## config.mk

```make
export PLATFORM = sky130hd
export DESIGN_NAME = c2c_ram
export DESIGN_NICKNAME = d
export VERILOG_FILES = /design/src/c2c_ram.sv
export SDC_FILE = /design/constraint.sdc
export NUM_CORES = 1
export LEC_CHECK = 0
export BUFFER_PORTS_ARGS = -buffer_cell sky130_fd_sc_hd__buf_2
export CAP_MARGIN = 20
export CORE_AREA = 2 2 117 119
export DETAILED_ROUTE_END_ITERATION = 10
export DIE_AREA = 0 0 119 121
export PLACE_DENSITY = 0.54
export RECOVER_POWER = 25
export SLEW_MARGIN = 20
export SYNTH_ARGS = -nofsm -noshare
export SYNTH_HDL_FRONTEND = slang
export SYNTH_SLANG_ARGS = --single-unit
```

## constraint.sdc

```tcl
create_clock -name i_clk -period 4.9 [get_ports i_clk]
set_input_delay 0.49 -clock i_clk [delete_from_list [all_inputs] [get_ports i_clk]]
set_output_delay 0.49 -clock i_clk [all_outputs]
set_load 0.02 [all_outputs]
```

## src/c2c_ram.sv

```systemverilog
// generic single write, single registered read ram
module c2c_ram #(
    parameter int WIDTH = 8,
    parameter int DEPTH = 16
) (
    input  logic                     i_clk,
    input  logic                     i_we,
    input  logic [$clog2(DEPTH)-1:0] i_waddr,
    input  logic [WIDTH-1:0]         i_wdata,
    input  logic [$clog2(DEPTH)-1:0] i_raddr,
    output logic [WIDTH-1:0]         o_rdata
);

    logic [WIDTH-1:0] r_mem [DEPTH];
    logic [WIDTH-1:0] r_rdata;

    always_ff @(posedge i_clk) begin
        if (i_we) begin
            r_mem[i_waddr] <= i_wdata;
        end
        r_rdata <= r_mem[i_raddr];
    end

    assign o_rdata = r_rdata;

endmodule

```

# Yosys cells after proc, flatten, opt, wreduce, memory -nomap -nowiden
# Memories as Yosys holds them, arrays and structs flattened. A register that Yosys moved wholly into a read port is not among the register bits.
# Index checks and enable logic that the tools add are counted.
# Widths: inputs -> output; s select.
word_totals:
  register_bits: 0
  latch_bits: 0
  ramBits: 128
  mem_bits_ro: 0
  output_inout_bits: 8
  elab_cells: 3
  n_memories: 1
memory_table:
  columns: ["name", "depth", "word_bits", "read_ports", "rd_clocked_by_memory_dff", "wr", "line_no", "text"]
  rows:
  - ["r_mem", 16, 8, 1, 1, 1, "14", "logic [WIDTH-1:0] r_mem [DEPTH];"]
classes:
  addsub: 0
  multipliers: 0
  div: 0
  order_cmp: 0
  n_eq_ne: 0
  n_shift: 0
  mux: 2
  n_bitwise: 0
  reduce_logical: 0
ops:
  columns: ["op", "count"]
  rows:
  - ["$mux 1", 2]

# Logic depth before layout (Yosys ltp)
depth:
  depth_word: 2
  ltp_mapped: 5

# Least setup slack after synthesis
# No wires, ideal clock.
synth_timing:
  path_type: "input port to flip-flop"
  startpoint: "input port i_waddr[2]"
  endpoint: "memory r_mem[0][0], enable pin"
  t_arrival_ns: 1.600
  required_ns: 4.517
  path_slack_ns: 2.917
  path_stages: 2
  cell_sequence: "or3b_2 -> nor3_1"
synth_rtl:
  columns: ["element", "line_no", "text"]
  rows:
  - ["start: declaration", "8", "input logic [$clog2(DEPTH)-1:0] i_waddr,"]
  - ["end: declaration", "14", null]
# Straight into the memory's write port.

==> run metrics <==
Distinct cells, synth 19; antenna violations before repair 0; Crit Path Max Fanout 20; reg2reg path depth 3; CP max-delay cell mux4_1; Yosys warnings 0; Root Driver clkbuf_16; Boundary Pins 26; total power 2582 uW; Die W 119 um; Final min period 2.032 ns; launch point of the worst hold path i_wdata[1]; worst skew pair latency 0.41 ns; leading area contributor after synthesis edfxtp_1; Pins Over Slew Limit 0; top cell type's share of synthesized area 74.67%; row cnt 42; Setup Crit Path Kind input port to flip-flop; final hold viol count 0; pwr/cell area 432.4 nW/um2; Worst EP required 5.19 ns; ys async rst share 0%; Antenna Nets Post-Route 0; total congestion overflow 0; type of origin of the critical path input port; Post-route DRC 0; Synth Instances 229; H-tree levels 4; fin nets 285; RSZ-0062 raised after global routing no; Worst setup EP type flip-flop; layout cells sized above 1 24.37%; detailed placer's ending HPWL 6399 um; Hold Crit Class input port to flip-flop; final design area excluding fillers 5971 um2; total track usage 16.54%; Num CTS Buffers 17; Leak 0.001959 uW; actual slew at the worst max-slew pin 1.017 ns; Max stage delay on crit path 0.60 ns; Wirelength per Cell 22.88 um; Area after DPL 5446 um2; Fmax 492.0 MHz; list of most frequent post-synthesis cells edfxtp_1, mux4_2, a22oi_1; register area share after synthesis 77.78%; worst hold path endpoint r_mem[9][1]; first drt pass iteration count 4; final worst clock skew 0.005781 ns; hold buffer count at cts 0; flop-to-flop setup slack 3.55 ns; Worst EP arrival 2.32 ns; RePlAce Congestion 0.7199; Tcrit/Tclk final 41.48%; placed insts 424; core box area 13,090 um2; setup repair bufs after CTS 0; die height 121 um; Detailed Route WL 10,410 um; reg-to-reg startpoint r_mem[9][5]; syn_nets 247; worst vdd ir 0.0002516 V; number of synthesized flops with an enable pin 128; vias in the first global route 2,514; CTS tree built; Filler Cell Count 1,106; Sink Count 136; synth top area cells edfxtp_1, mux4_2, mux4_1; first-pass GRT wire length 16,190 um; DR vias 2,357; Max clock buf depth 2; crit-path cells buf_2, buf_4, mux4_1, a22oi_1, nand2_1; post-cts resize count 0; Min Hold Slack 0.4719 ns; die area 14,400 um2; Worst slew margin 31.93%; max-capacitance violation count 0; 1st-iter DRT viols 115; Post-Syn Area 5147 um2; hold depth 1; via/cell ratio 5.180; CTS clk-pin slew, worst paths 0.06 ns; Setup violations, final 0; status finished, final reports clean; Initial Util 39.34%; r2r endpoint o_rdata[5]; Mean Syn Cell Area 22.48 um2; final non-filler cell total 455; count leader, synth edfxtp_1; Post-synth top flop edfxtp_1; Synth-to-Final Area Change 15.99%; antenna cells 0; #FFs+latches synth 136; IO Port Bufs 25; Final TNS setup 0 ns; largest net degree at the start of global routing 33
## per-stage QoR
stage / setup slack [ns] / utilization (%)
after detailed placement: 2.375 / 41.62
after floorplan: 2.917 / -
final: 2.868 / 45.63
after global routing: 2.744 / 45.63
after global placement: 2.201 / 41.53
after CTS: 2.803 / 45.68
## report_power, final
part           switching, uW  internal [uW]
Clock                    429            719
Sequential              9.01           1300
Combinational           75.7           46.6
## layer usage
layer	vias up	routed length [um]	GRT usage, %
met4	0	187	6.994
met2	75	4902	24.32
met1	1212	4764	22.88
met3	16	556	5.169
li1	1054	-	-
met5	-	0	0
## placed cells by master (no fill, tap or decap), types with 4 or more instances in the layout
master	count
a22oi_1	16
edfxtp_1	128
buf_4	4
clkbuf_16	17
nor2_1	13
dfxtp_1	8
nand2_1	9
mux4_1	14
mux4_2	18
buf_2	20
clkbuf_1	13
## worst max-delay path by stage
stage,startpoint,endpoint,cells after the start
detailed placement,i_raddr[0],o_rdata[5],5
global route,i_raddr[0],o_rdata[1],5
finish,i_raddr[0],o_rdata[5],5
global placement,i_waddr[2],r_mem[0][1],3
floorplan,i_waddr[2],r_mem[0][0],2
CTS,i_raddr[0],o_rdata[1],5
## worst max-delay path, delay by kind of cell
family / cells / cell delay (ns)
buf+inv: 2 / 0.84
compound gates: 1 / 0.27
simple gates: 1 / 0.09
mux: 1 / 0.60
## cells by family after synthesis
group                  share of synthesized area, %
AO/OA/AOI/OAI                                 2.334
multiplexers                                  15.02
AND/OR/NAND/NOR                               3.184
buffers and inverters                         1.677
flip-flops                                    77.78
## final cells by class
cell class,instances,area (um2),area share [%]
Clock buffer,27,483.0,8.089
Timing Repair Buffer,29,148.9,2.494
Clock inverter,4,47.55,0.7963
Multi-Input combinational cell,83,1067,17.88
Sequential cell,136,4004,67.06
Tap cell,176,220.2,3.688
## registers in the layout (all words and copies together) (netlist names)
signal,count
r_mem,128
o_rdata,8
Power figures use the tool's default switching activity.
