## config.mk

```make
export PLATFORM = sky130hd
export DESIGN_NAME = c2c_key_unit
export DESIGN_NICKNAME = d
export VERILOG_FILES = /design/src/c2c_pkg.sv /design/src/c2c_key_unit.sv
export SDC_FILE = /design/constraint.sdc
export NUM_CORES = 1
export LEC_CHECK = 0
export BUFFER_PORTS_ARGS = -buffer_cell sky130_fd_sc_hd__buf_2
export CELL_PAD_IN_SITES_DETAIL_PLACEMENT = 2
export CELL_PAD_IN_SITES_GLOBAL_PLACEMENT = 2
export CORE_UTILIZATION = 17
export DETAILED_ROUTE_END_ITERATION = 6
export GPL_ROUTABILITY_DRIVEN = 0
export GPL_TIMING_DRIVEN = 1
export PLACE_DENSITY_LB_ADDON = 0.1
export SYNTH_ARGS = -nofsm -noshare
export SYNTH_HDL_FRONTEND = slang
export SYNTH_SLANG_ARGS = --single-unit
```

## constraint.sdc

```tcl
create_clock -name vclk -period 4
set_input_delay 1 -clock vclk [all_inputs]
set_output_delay 1 -clock vclk [all_outputs]
set_load 0.05 [all_outputs]
```

## src/c2c_pkg.sv

```systemverilog
// shared types and codes for the coordinate to csr converter
package c2c_pkg;

    localparam int ROW_W    = 10;
    localparam int COL_W    = 16;
    localparam int VAL_W    = 64;
    localparam int KEY_W    = ROW_W + COL_W;
    localparam int REG_W    = 11;
    localparam int CFG_IDX_W = 8;
    localparam int FLD_W    = 11;

    localparam logic [1:0] ACT_LOAD   = 2'd0;
    localparam logic [1:0] ACT_FINISH = 2'd1;
    localparam logic [1:0] ACT_READ   = 2'd2;
    localparam logic [1:0] ACT_UNUSED = 2'd3;

    localparam logic [1:0] ST_OK       = 2'd0;
    localparam logic [1:0] ST_ROW_OOR  = 2'd1;
    localparam logic [1:0] ST_OVERFLOW = 2'd2;
    localparam logic [1:0] ST_NOTHING  = 2'd3;

    localparam logic [CFG_IDX_W-1:0] CFG_ROW_COUNT = 8'd0;
    localparam logic [CFG_IDX_W-1:0] CFG_DECLARED  = 8'd1;

    typedef struct packed {
        logic [1:0]       action;
        logic [ROW_W-1:0] entry_row;
        logic [COL_W-1:0] entry_column;
        logic [VAL_W-1:0] entry_value;
    } t_cmd;

    typedef struct packed {
        logic [1:0]       status;
        logic             kind;
        logic [FLD_W-1:0] position;
        logic [FLD_W-1:0] offset;
        logic [COL_W-1:0] column;
        logic [VAL_W-1:0] value;
        logic             last;
    } t_result;

    typedef struct packed {
        logic [ROW_W-1:0] row;
        logic [COL_W-1:0] column;
        logic [VAL_W-1:0] value;
    } t_entry;

    typedef struct packed {
        logic cand;
        logic take;
        logic drop;
    } t_key_flags;

    typedef enum logic [2:0] {
        S_IDLE,
        S_SCAN,
        S_OFF_WAIT,
        S_OFF_CMP,
        S_RD_OUT
    } t_state;

    typedef enum logic [1:0] {
        PH_LOADING,
        PH_READING,
        PH_DRAINED
    } t_phase;

endpackage

```

## src/c2c_key_unit.sv

```systemverilog
// shared key compare unit for the selection scan
module c2c_key_unit import c2c_pkg::*; #(
    parameter int RW = 11
) (
    input  t_entry           i_entry,
    input  logic [KEY_W-1:0] i_prev_key,
    input  logic [KEY_W-1:0] i_best_key,
    input  logic             i_first,
    input  logic             i_have,
    input  logic [RW-1:0]    i_rows,
    output t_key_flags       o_flags
);

    logic [KEY_W-1:0] key;
    logic             in_range;

    always_comb begin
        key           = {i_entry.row, i_entry.column};
        in_range      = 32'(i_entry.row) < 32'(i_rows);
        o_flags.drop  = !in_range;
        o_flags.cand  = in_range && (i_first || key > i_prev_key);
        o_flags.take  = o_flags.cand && (!i_have || key <= i_best_key);
    end

endmodule

```

Word level (Yosys, flattened, before mapping)
Index checks and enable logic that the tools add are counted.
{"block": "word_totals", "reg_bits": 0, "mem_bits_rw": 0, "output_inout_bits": 3, "word_cells": 9, "in_bits": 155, "mem_bits_ro": 0, "latchBits": 0, "n_memories": 0}
{"block": "classes", "n_reduce_logical": 6, "n_eq_ne": 0, "add_sub_neg": 0, "multipliers": 0, "magnitude_cmp": 3, "bitwise_logic": 0, "mux": 0, "shift": 0, "n_div": 0}
{"cell": "> comparator 26 bit", "n": 1}
{"cell": "less-or-equal comparator 26 bit", "n": 1}
{"cell": "less-than comparator 10 x 11 -> 1 bit", "n": 1}
{"cell": "logical AND 1 bit", "n": 2}
{"cell": "logical NOT 1 bit", "n": 2}
{"cell": "logical OR 1 bit", "n": 2}

Logic depth before layout (Yosys ltp)
Gate-level depths: netlist of the first run.
{"block": "depth", "ltp_word": 4, "depth_mapped": 8, "depth_no_buf": 8}

Worst setup path before layout of the first run
No wires, ideal clock.
{"block": "synth_path", "kind": "input-to-output", "startpoint": "input port i_best_key[25]", "endpoint": "output port o_flags[1] in the netlist's numbering", "n_path_buf": 0, "t_required_ns": 3.000, "path_slack_ns": -0.163, "stages": 8, "arrival_time_ns": 3.163, "cell_sequence": "inv_1 -> ha_1 -> nand4_2 -> nor4_2 -> nand4_1 -> or4_1 -> o211ai_1 -> nor3b_2"}
{"item": "from (decl)", "line": "c2c_key_unit.sv:7", "rtl": "input logic [KEY_W-1:0] i_best_key,"}
{"item": "to (decl)", "line": "c2c_key_unit.sv:11", "rtl": "output t_key_flags o_flags"}

==> results.tsv, run 1 <==
stage	metric	value	unit
layout	share of layout cells above drive strength 1	41.8	%
floorplanning	I/O pins	158	
layout	Clock Buffer Count	0	
global_route	GRT overflow	0	
floorplanning	die height	98.2	microns
global_route	initial antenna violation count	0	
global_route	GR Util All Layers	11.3	%
detailed_routing	met3 routed WL	260	microns
synth	Net Count, Synth	437	
status	failing checks	design-rule violations, negative setup slack	
synth	Ys Warns	0	
global_route	first-pass GRT wire length	9130	microns
layout	sequential cells	0	
setup_path	Worst EP required	3.00	ns
run	max_cap viols	0	
worst_hold_path	Worst Hold Class	in -> out	
detailed_routing	Post-Route WL	5500	microns
sta	Final Max Slew Viols	0	
power_and_ir_drop	pwr dens	104	nW/um^2
detailed_routing	DR WL met2	2820	microns
synth	area leader, netlist	ha_1	
synth	Yosys top cell area share	48.5	%
detailed_routing	drt pass-1 iters	7	
synth	Mapped Cells	221	
floorplanning	Die ar.	9640	sq um
detailed_routing	drt via density	4.33	
setup_path	CP arrival	3.04	ns
global_route	largest net degree at the start of global routing	4	
layout	fill cell count	1102	
layout	Register Area	0	sq um
layout	Final #Nets	555	
detailed_routing	Final ANT Viol Nets	0	
floorplanning	Initial Util	17.8	%
detailed_routing	DRC viols	1	
sta	setup TNS	-0.0429	ns
layout	Util after Layout	29.4	%
sta	max_slew headroom	75.6	%
sta	Hold Vio Cnt, Final	0	
synth	Synth area leaders	ha_1 49%, inv_1 15%, a21oi_1 7.3%	
worst_hold_path	Hold Path Stages	4	
floorplanning	Core Area	8850	sq um
sta	worst setup margin	-0.0429	ns
floorplanning	# rows	34	
synth	Synth top cells by count	62 x inv_1, 61 x ha_1, 23 x a21oi_1, 19 x nand2_1, 8 x nand4_1	
sta	period utilization	101	%
synth	sequential-to-total area share from yosys stat	0	%
layout	Layout area overhead	65.4	%
synth	syn avg cell area	7.12	sq um
sta	unrepaired setup endpoints after global routing	yes	
placed_design	input/output buffers	94	
placed_design	Final HPWL DP	5160	microns
worst_hold_path	hold_sp	i_have	
detailed_routing	Initial DRC Count	16	
sta	fin crit period	4.04	ns
sta	Finish-stage setup viols	1	
synth	Synth cell types	33	
sta	fmax	247	MHz
worst_hold_path	Worst Hold End	o_flags[1]	
sta	worst slew pin tran	0.356	ns
power_and_ir_drop	Leak	0.00150	uW
detailed_routing	highest routed layer	met3	
global_route	vias in the first global route	2129	
setup_path	crit path kind	in -> out	
synth	mapped cell area	1570	sq um
floorplanning	die width	98.2	microns
setup_path	CP Launch Type	primary input	
setup_path	CP Capture Type	output pin	
detailed_routing	routed len/inst	12.4	microns
setup_path	Worst Path Max Fanout	2	
detailed_routing	met1 wire length	2410	microns
power_and_ir_drop	Max VDD drop	0.0371	mV
setup_path	Setup crit start	i_entry[87]	
detailed_routing	via count	1926	
synth	most common cell in the netlist	inv_1	
status	status	complete, but fails checks	
layout	# diodes	0	
-- metal layers --
layer / up-vias / GRT usage [%]
met3: 0 / 1.07
met2: 51 / 22.9
met5: - / 0
li1: 995 / -
met4: 0 / 0
met1: 880 / 13.5
-- critical path, cell delays in order --
cell      delay [ns]
buf_2           0.13
ha_4            0.28
nand4_4         0.09
nor4_4          0.31
nand4_1         0.18
or4_4           0.56
o211ai_1        0.10
nor3b_4         0.22
buf_6           0.18
-- how the worst max path moves through the flow --
stage,endpoint,slack (ns)
floorplan,o_flags[1],-0.007
global placement,o_flags[1],-0.34
detailed placement,o_flags[1],-0.38
CTS,o_flags[1],-0.09
global route,o_flags[1],-0.20
finish,o_flags[1],-0.04
-- logic make-up (layout without fill, tap and decap cells) --
logic type                 Yosys count  after routing  synth area share, %
buffers and inverters               62            178                 14.8
adders and majority gates           61             61                 48.5
and+or+nand+nor                     51             51                 18.3
AOI/OAI and AO/OA                   47             47                 18.4
-- layout by cell type, fill, tap and decap left out, types with 5 or more instances in the layout --
master,n
nand4_1,8
o21ai_0,5
inv_1,55
buf_2,79
nor2_1,6
ha_4,9
nand2_1,18
ha_1,52
a21oi_1,23
buf_4,22
inv_2,5
buf_6,11
-- area by class of cell --
type                            instances  area, sq um  share of cell area (%)
Inverter                               62          238                    9.14
Multi-Input combinational cell        159         1490                    57.3
Tap cell                              108          135                    5.19
Timing Repair Buffer                  116          737                    28.3
-- per-stage QoR --
stage	total power, uW	setup WS [ns]	hold WS (ns)	area [sq um]	cells
finish	270	-0.0429	2.46	2600	445
global route	308	-0.197	2.50	2600	445
CTS	264	-0.0898	2.47	2470	444
detailed placement	243	-0.383	2.53	2330	442
global placement	237	-0.343	2.53	2330	442
floorplan	131	-0.00691	2.27	1580	221
-- where the power goes --
group	switching (uW)	total, uW	internal [uW]
Combinational	132	270	138
Sequential	0	0	0
Clock	0	0	0
-- what timing repair did --
action	in CTS	in global routing
hold buffers	0	0
resized for setup	21	24
pin swaps	9	11
setup buffers	2	1
setup endpoints to repair	1	2
(Power assumes the default switching activity.)
==> inputs of run 2 (changes only) <==
- ABC_AREA: not set -> 0
- CORE_MARGIN: not set -> 2
==> results.tsv, run 2 (synthesis results as in run 1) <==
stage	metric	value	unit
detailed_routing	Post-Route WL	5500	microns
floorplanning	Core Area	9110	sq um
sta	Final Max Slew Viols	0	
power_and_ir_drop	Leak	0.00151	uW
status	status	complete, but fails checks	
run	max_cap viols	0	
clocking	hold_buf cts	0	
sta	Finish-stage setup viols	1	
power_and_ir_drop	Max VDD drop	0.0369	mV
setup_path	CP Capture Type	output pin	
sta	worst slew pin tran	0.375	ns
layout	post-route cell area	2610	sq um
floorplanning	die width	100	microns
sta	max_slew headroom	74.4	%
setup_path	CP max-delay cell	or4_1	
global_route	largest net degree at the start of global routing	4	
sta	setup TNS	-0.0501	ns
placed_design	Post-DP Area	2330	sq um
sta	Hold Vio Cnt, Final	0	
layout	# diodes	0	
sta	fmax	247	MHz
sta	worst setup margin	-0.0501	ns
power_and_ir_drop	pwr dens	104	nW/um^2
global_route	GR Util All Layers	11.0	%
global_route	GRT overflow	0	
detailed_routing	DRC viols	0	
detailed_routing	Initial DRC Count	9	
layout	sequential cells	0	
detailed_routing	via count	1941	
setup_path	CP max stage delay	0.54	ns
floorplanning	die height	100	microns
layout	most frequent cells in the layout	78 x buf_2, 54 x inv_1, 52 x ha_1, 23 x a21oi_1, 22 x buf_4	
global_route	first-pass GRT wire length	9270	microns
detailed_routing	routed len/inst	12.3	microns
layout	fill cell count	1101	
placed_design	Final HPWL DP	5240	microns
layout	share of layout cells above drive strength 1	42.4	%
setup_path	crit path kind	in -> out	
global_route	initial antenna violation count	0	
setup_path	CP Launch Type	primary input	
setup_path	Worst EP required	3.00	ns
sta	fin crit period	4.05	ns
detailed_routing	drt via density	4.33	
setup_path	Buf+Inv Stages, Crit Path	2	
setup_path	Worst Path Max Fanout	2	
sta	unrepaired setup endpoints after global routing	yes	
floorplanning	Initial Util	17.3	%
setup_path	CP arrival	3.05	ns
layout	Register Area	0	sq um
setup_path	crit-path cells	buf_8, ha_4, nand4_4, nor4_4, nand4_1, or4_1, o211ai_1, nor3b_4, buf_6	
placed_design	input/output buffers	94	
detailed_routing	Final ANT Viol Nets	0	
sta	period utilization	101	%
setup_path	cell family with most CP delay	simple AND/OR/NAND/NOR gates	
layout	Clock Buffer Count	0	
layout	most common cell after layout, fill and taps aside	buf_2	
detailed_routing	drt pass-1 iters	2	
global_route	vias in the first global route	2146	
status	failing checks	negative setup slack	
worst_hold_path	Worst Hold Class	in -> out	
layout	Multi-input gate area	1500	sq um
layout	Layout area overhead	66.0	%
layout	Final #Nets	555	
floorplanning	I/O pins	158	
floorplanning	Die ar.	10000	sq um
floorplanning	# rows	35	
-- run 2: path summary, 6_finish.rpt --
check | from | endpoint | slack [ns] | cells past startpoint
max | i_entry[88] | o_flags[1] | -0.05 | 9
min | i_have | o_flags[1] | 2.48 | 4
-- run 2: metal layers --
layer  track usage (%)  wire length, microns
met5                 0                     0
met4                 0                     0
met3             0.627                   262
met2              21.8                  2880
met1              13.7                  2360
-- run 2: final cells by class --
cell class                      instances  area share [%]
Inverter                               62            9.01
Multi-Input combinational cell        159            57.4
Tap cell                              111            5.32
Timing Repair Buffer                  116            28.3
-- run 2: report_power, final --
part,internal (uW),switching (uW),total [uW]
clock,0,0,0
combinational,139,133,272
sequential,0,0,0
total,139,133,272
-- run 2: metrics by stage --
stage / hold slack [ns] / worst slack, ns / total power [uW] / util (%) / std cells
final: 2.48 / -0.0501 / 272 / 28.7 / 448
after global routing: 2.52 / -0.198 / 316 / 28.7 / 448
after CTS: 2.49 / -0.0949 / 265 / 27.2 / 446
after detailed placement: 2.55 / -0.392 / 243 / 25.6 / 445
after global placement: 2.53 / -0.360 / 237 / 25.6 / 445
after floorplan: 2.27 / -0.00691 / 131 / - / 221
-- run 2: repair_timing --
item,4_1_cts,5_1_grt
pin swaps,9,10
gates resized for setup,22,26
gates cloned,0,0
endpoints found under the setup margin,1,2
buffers inserted,1,2
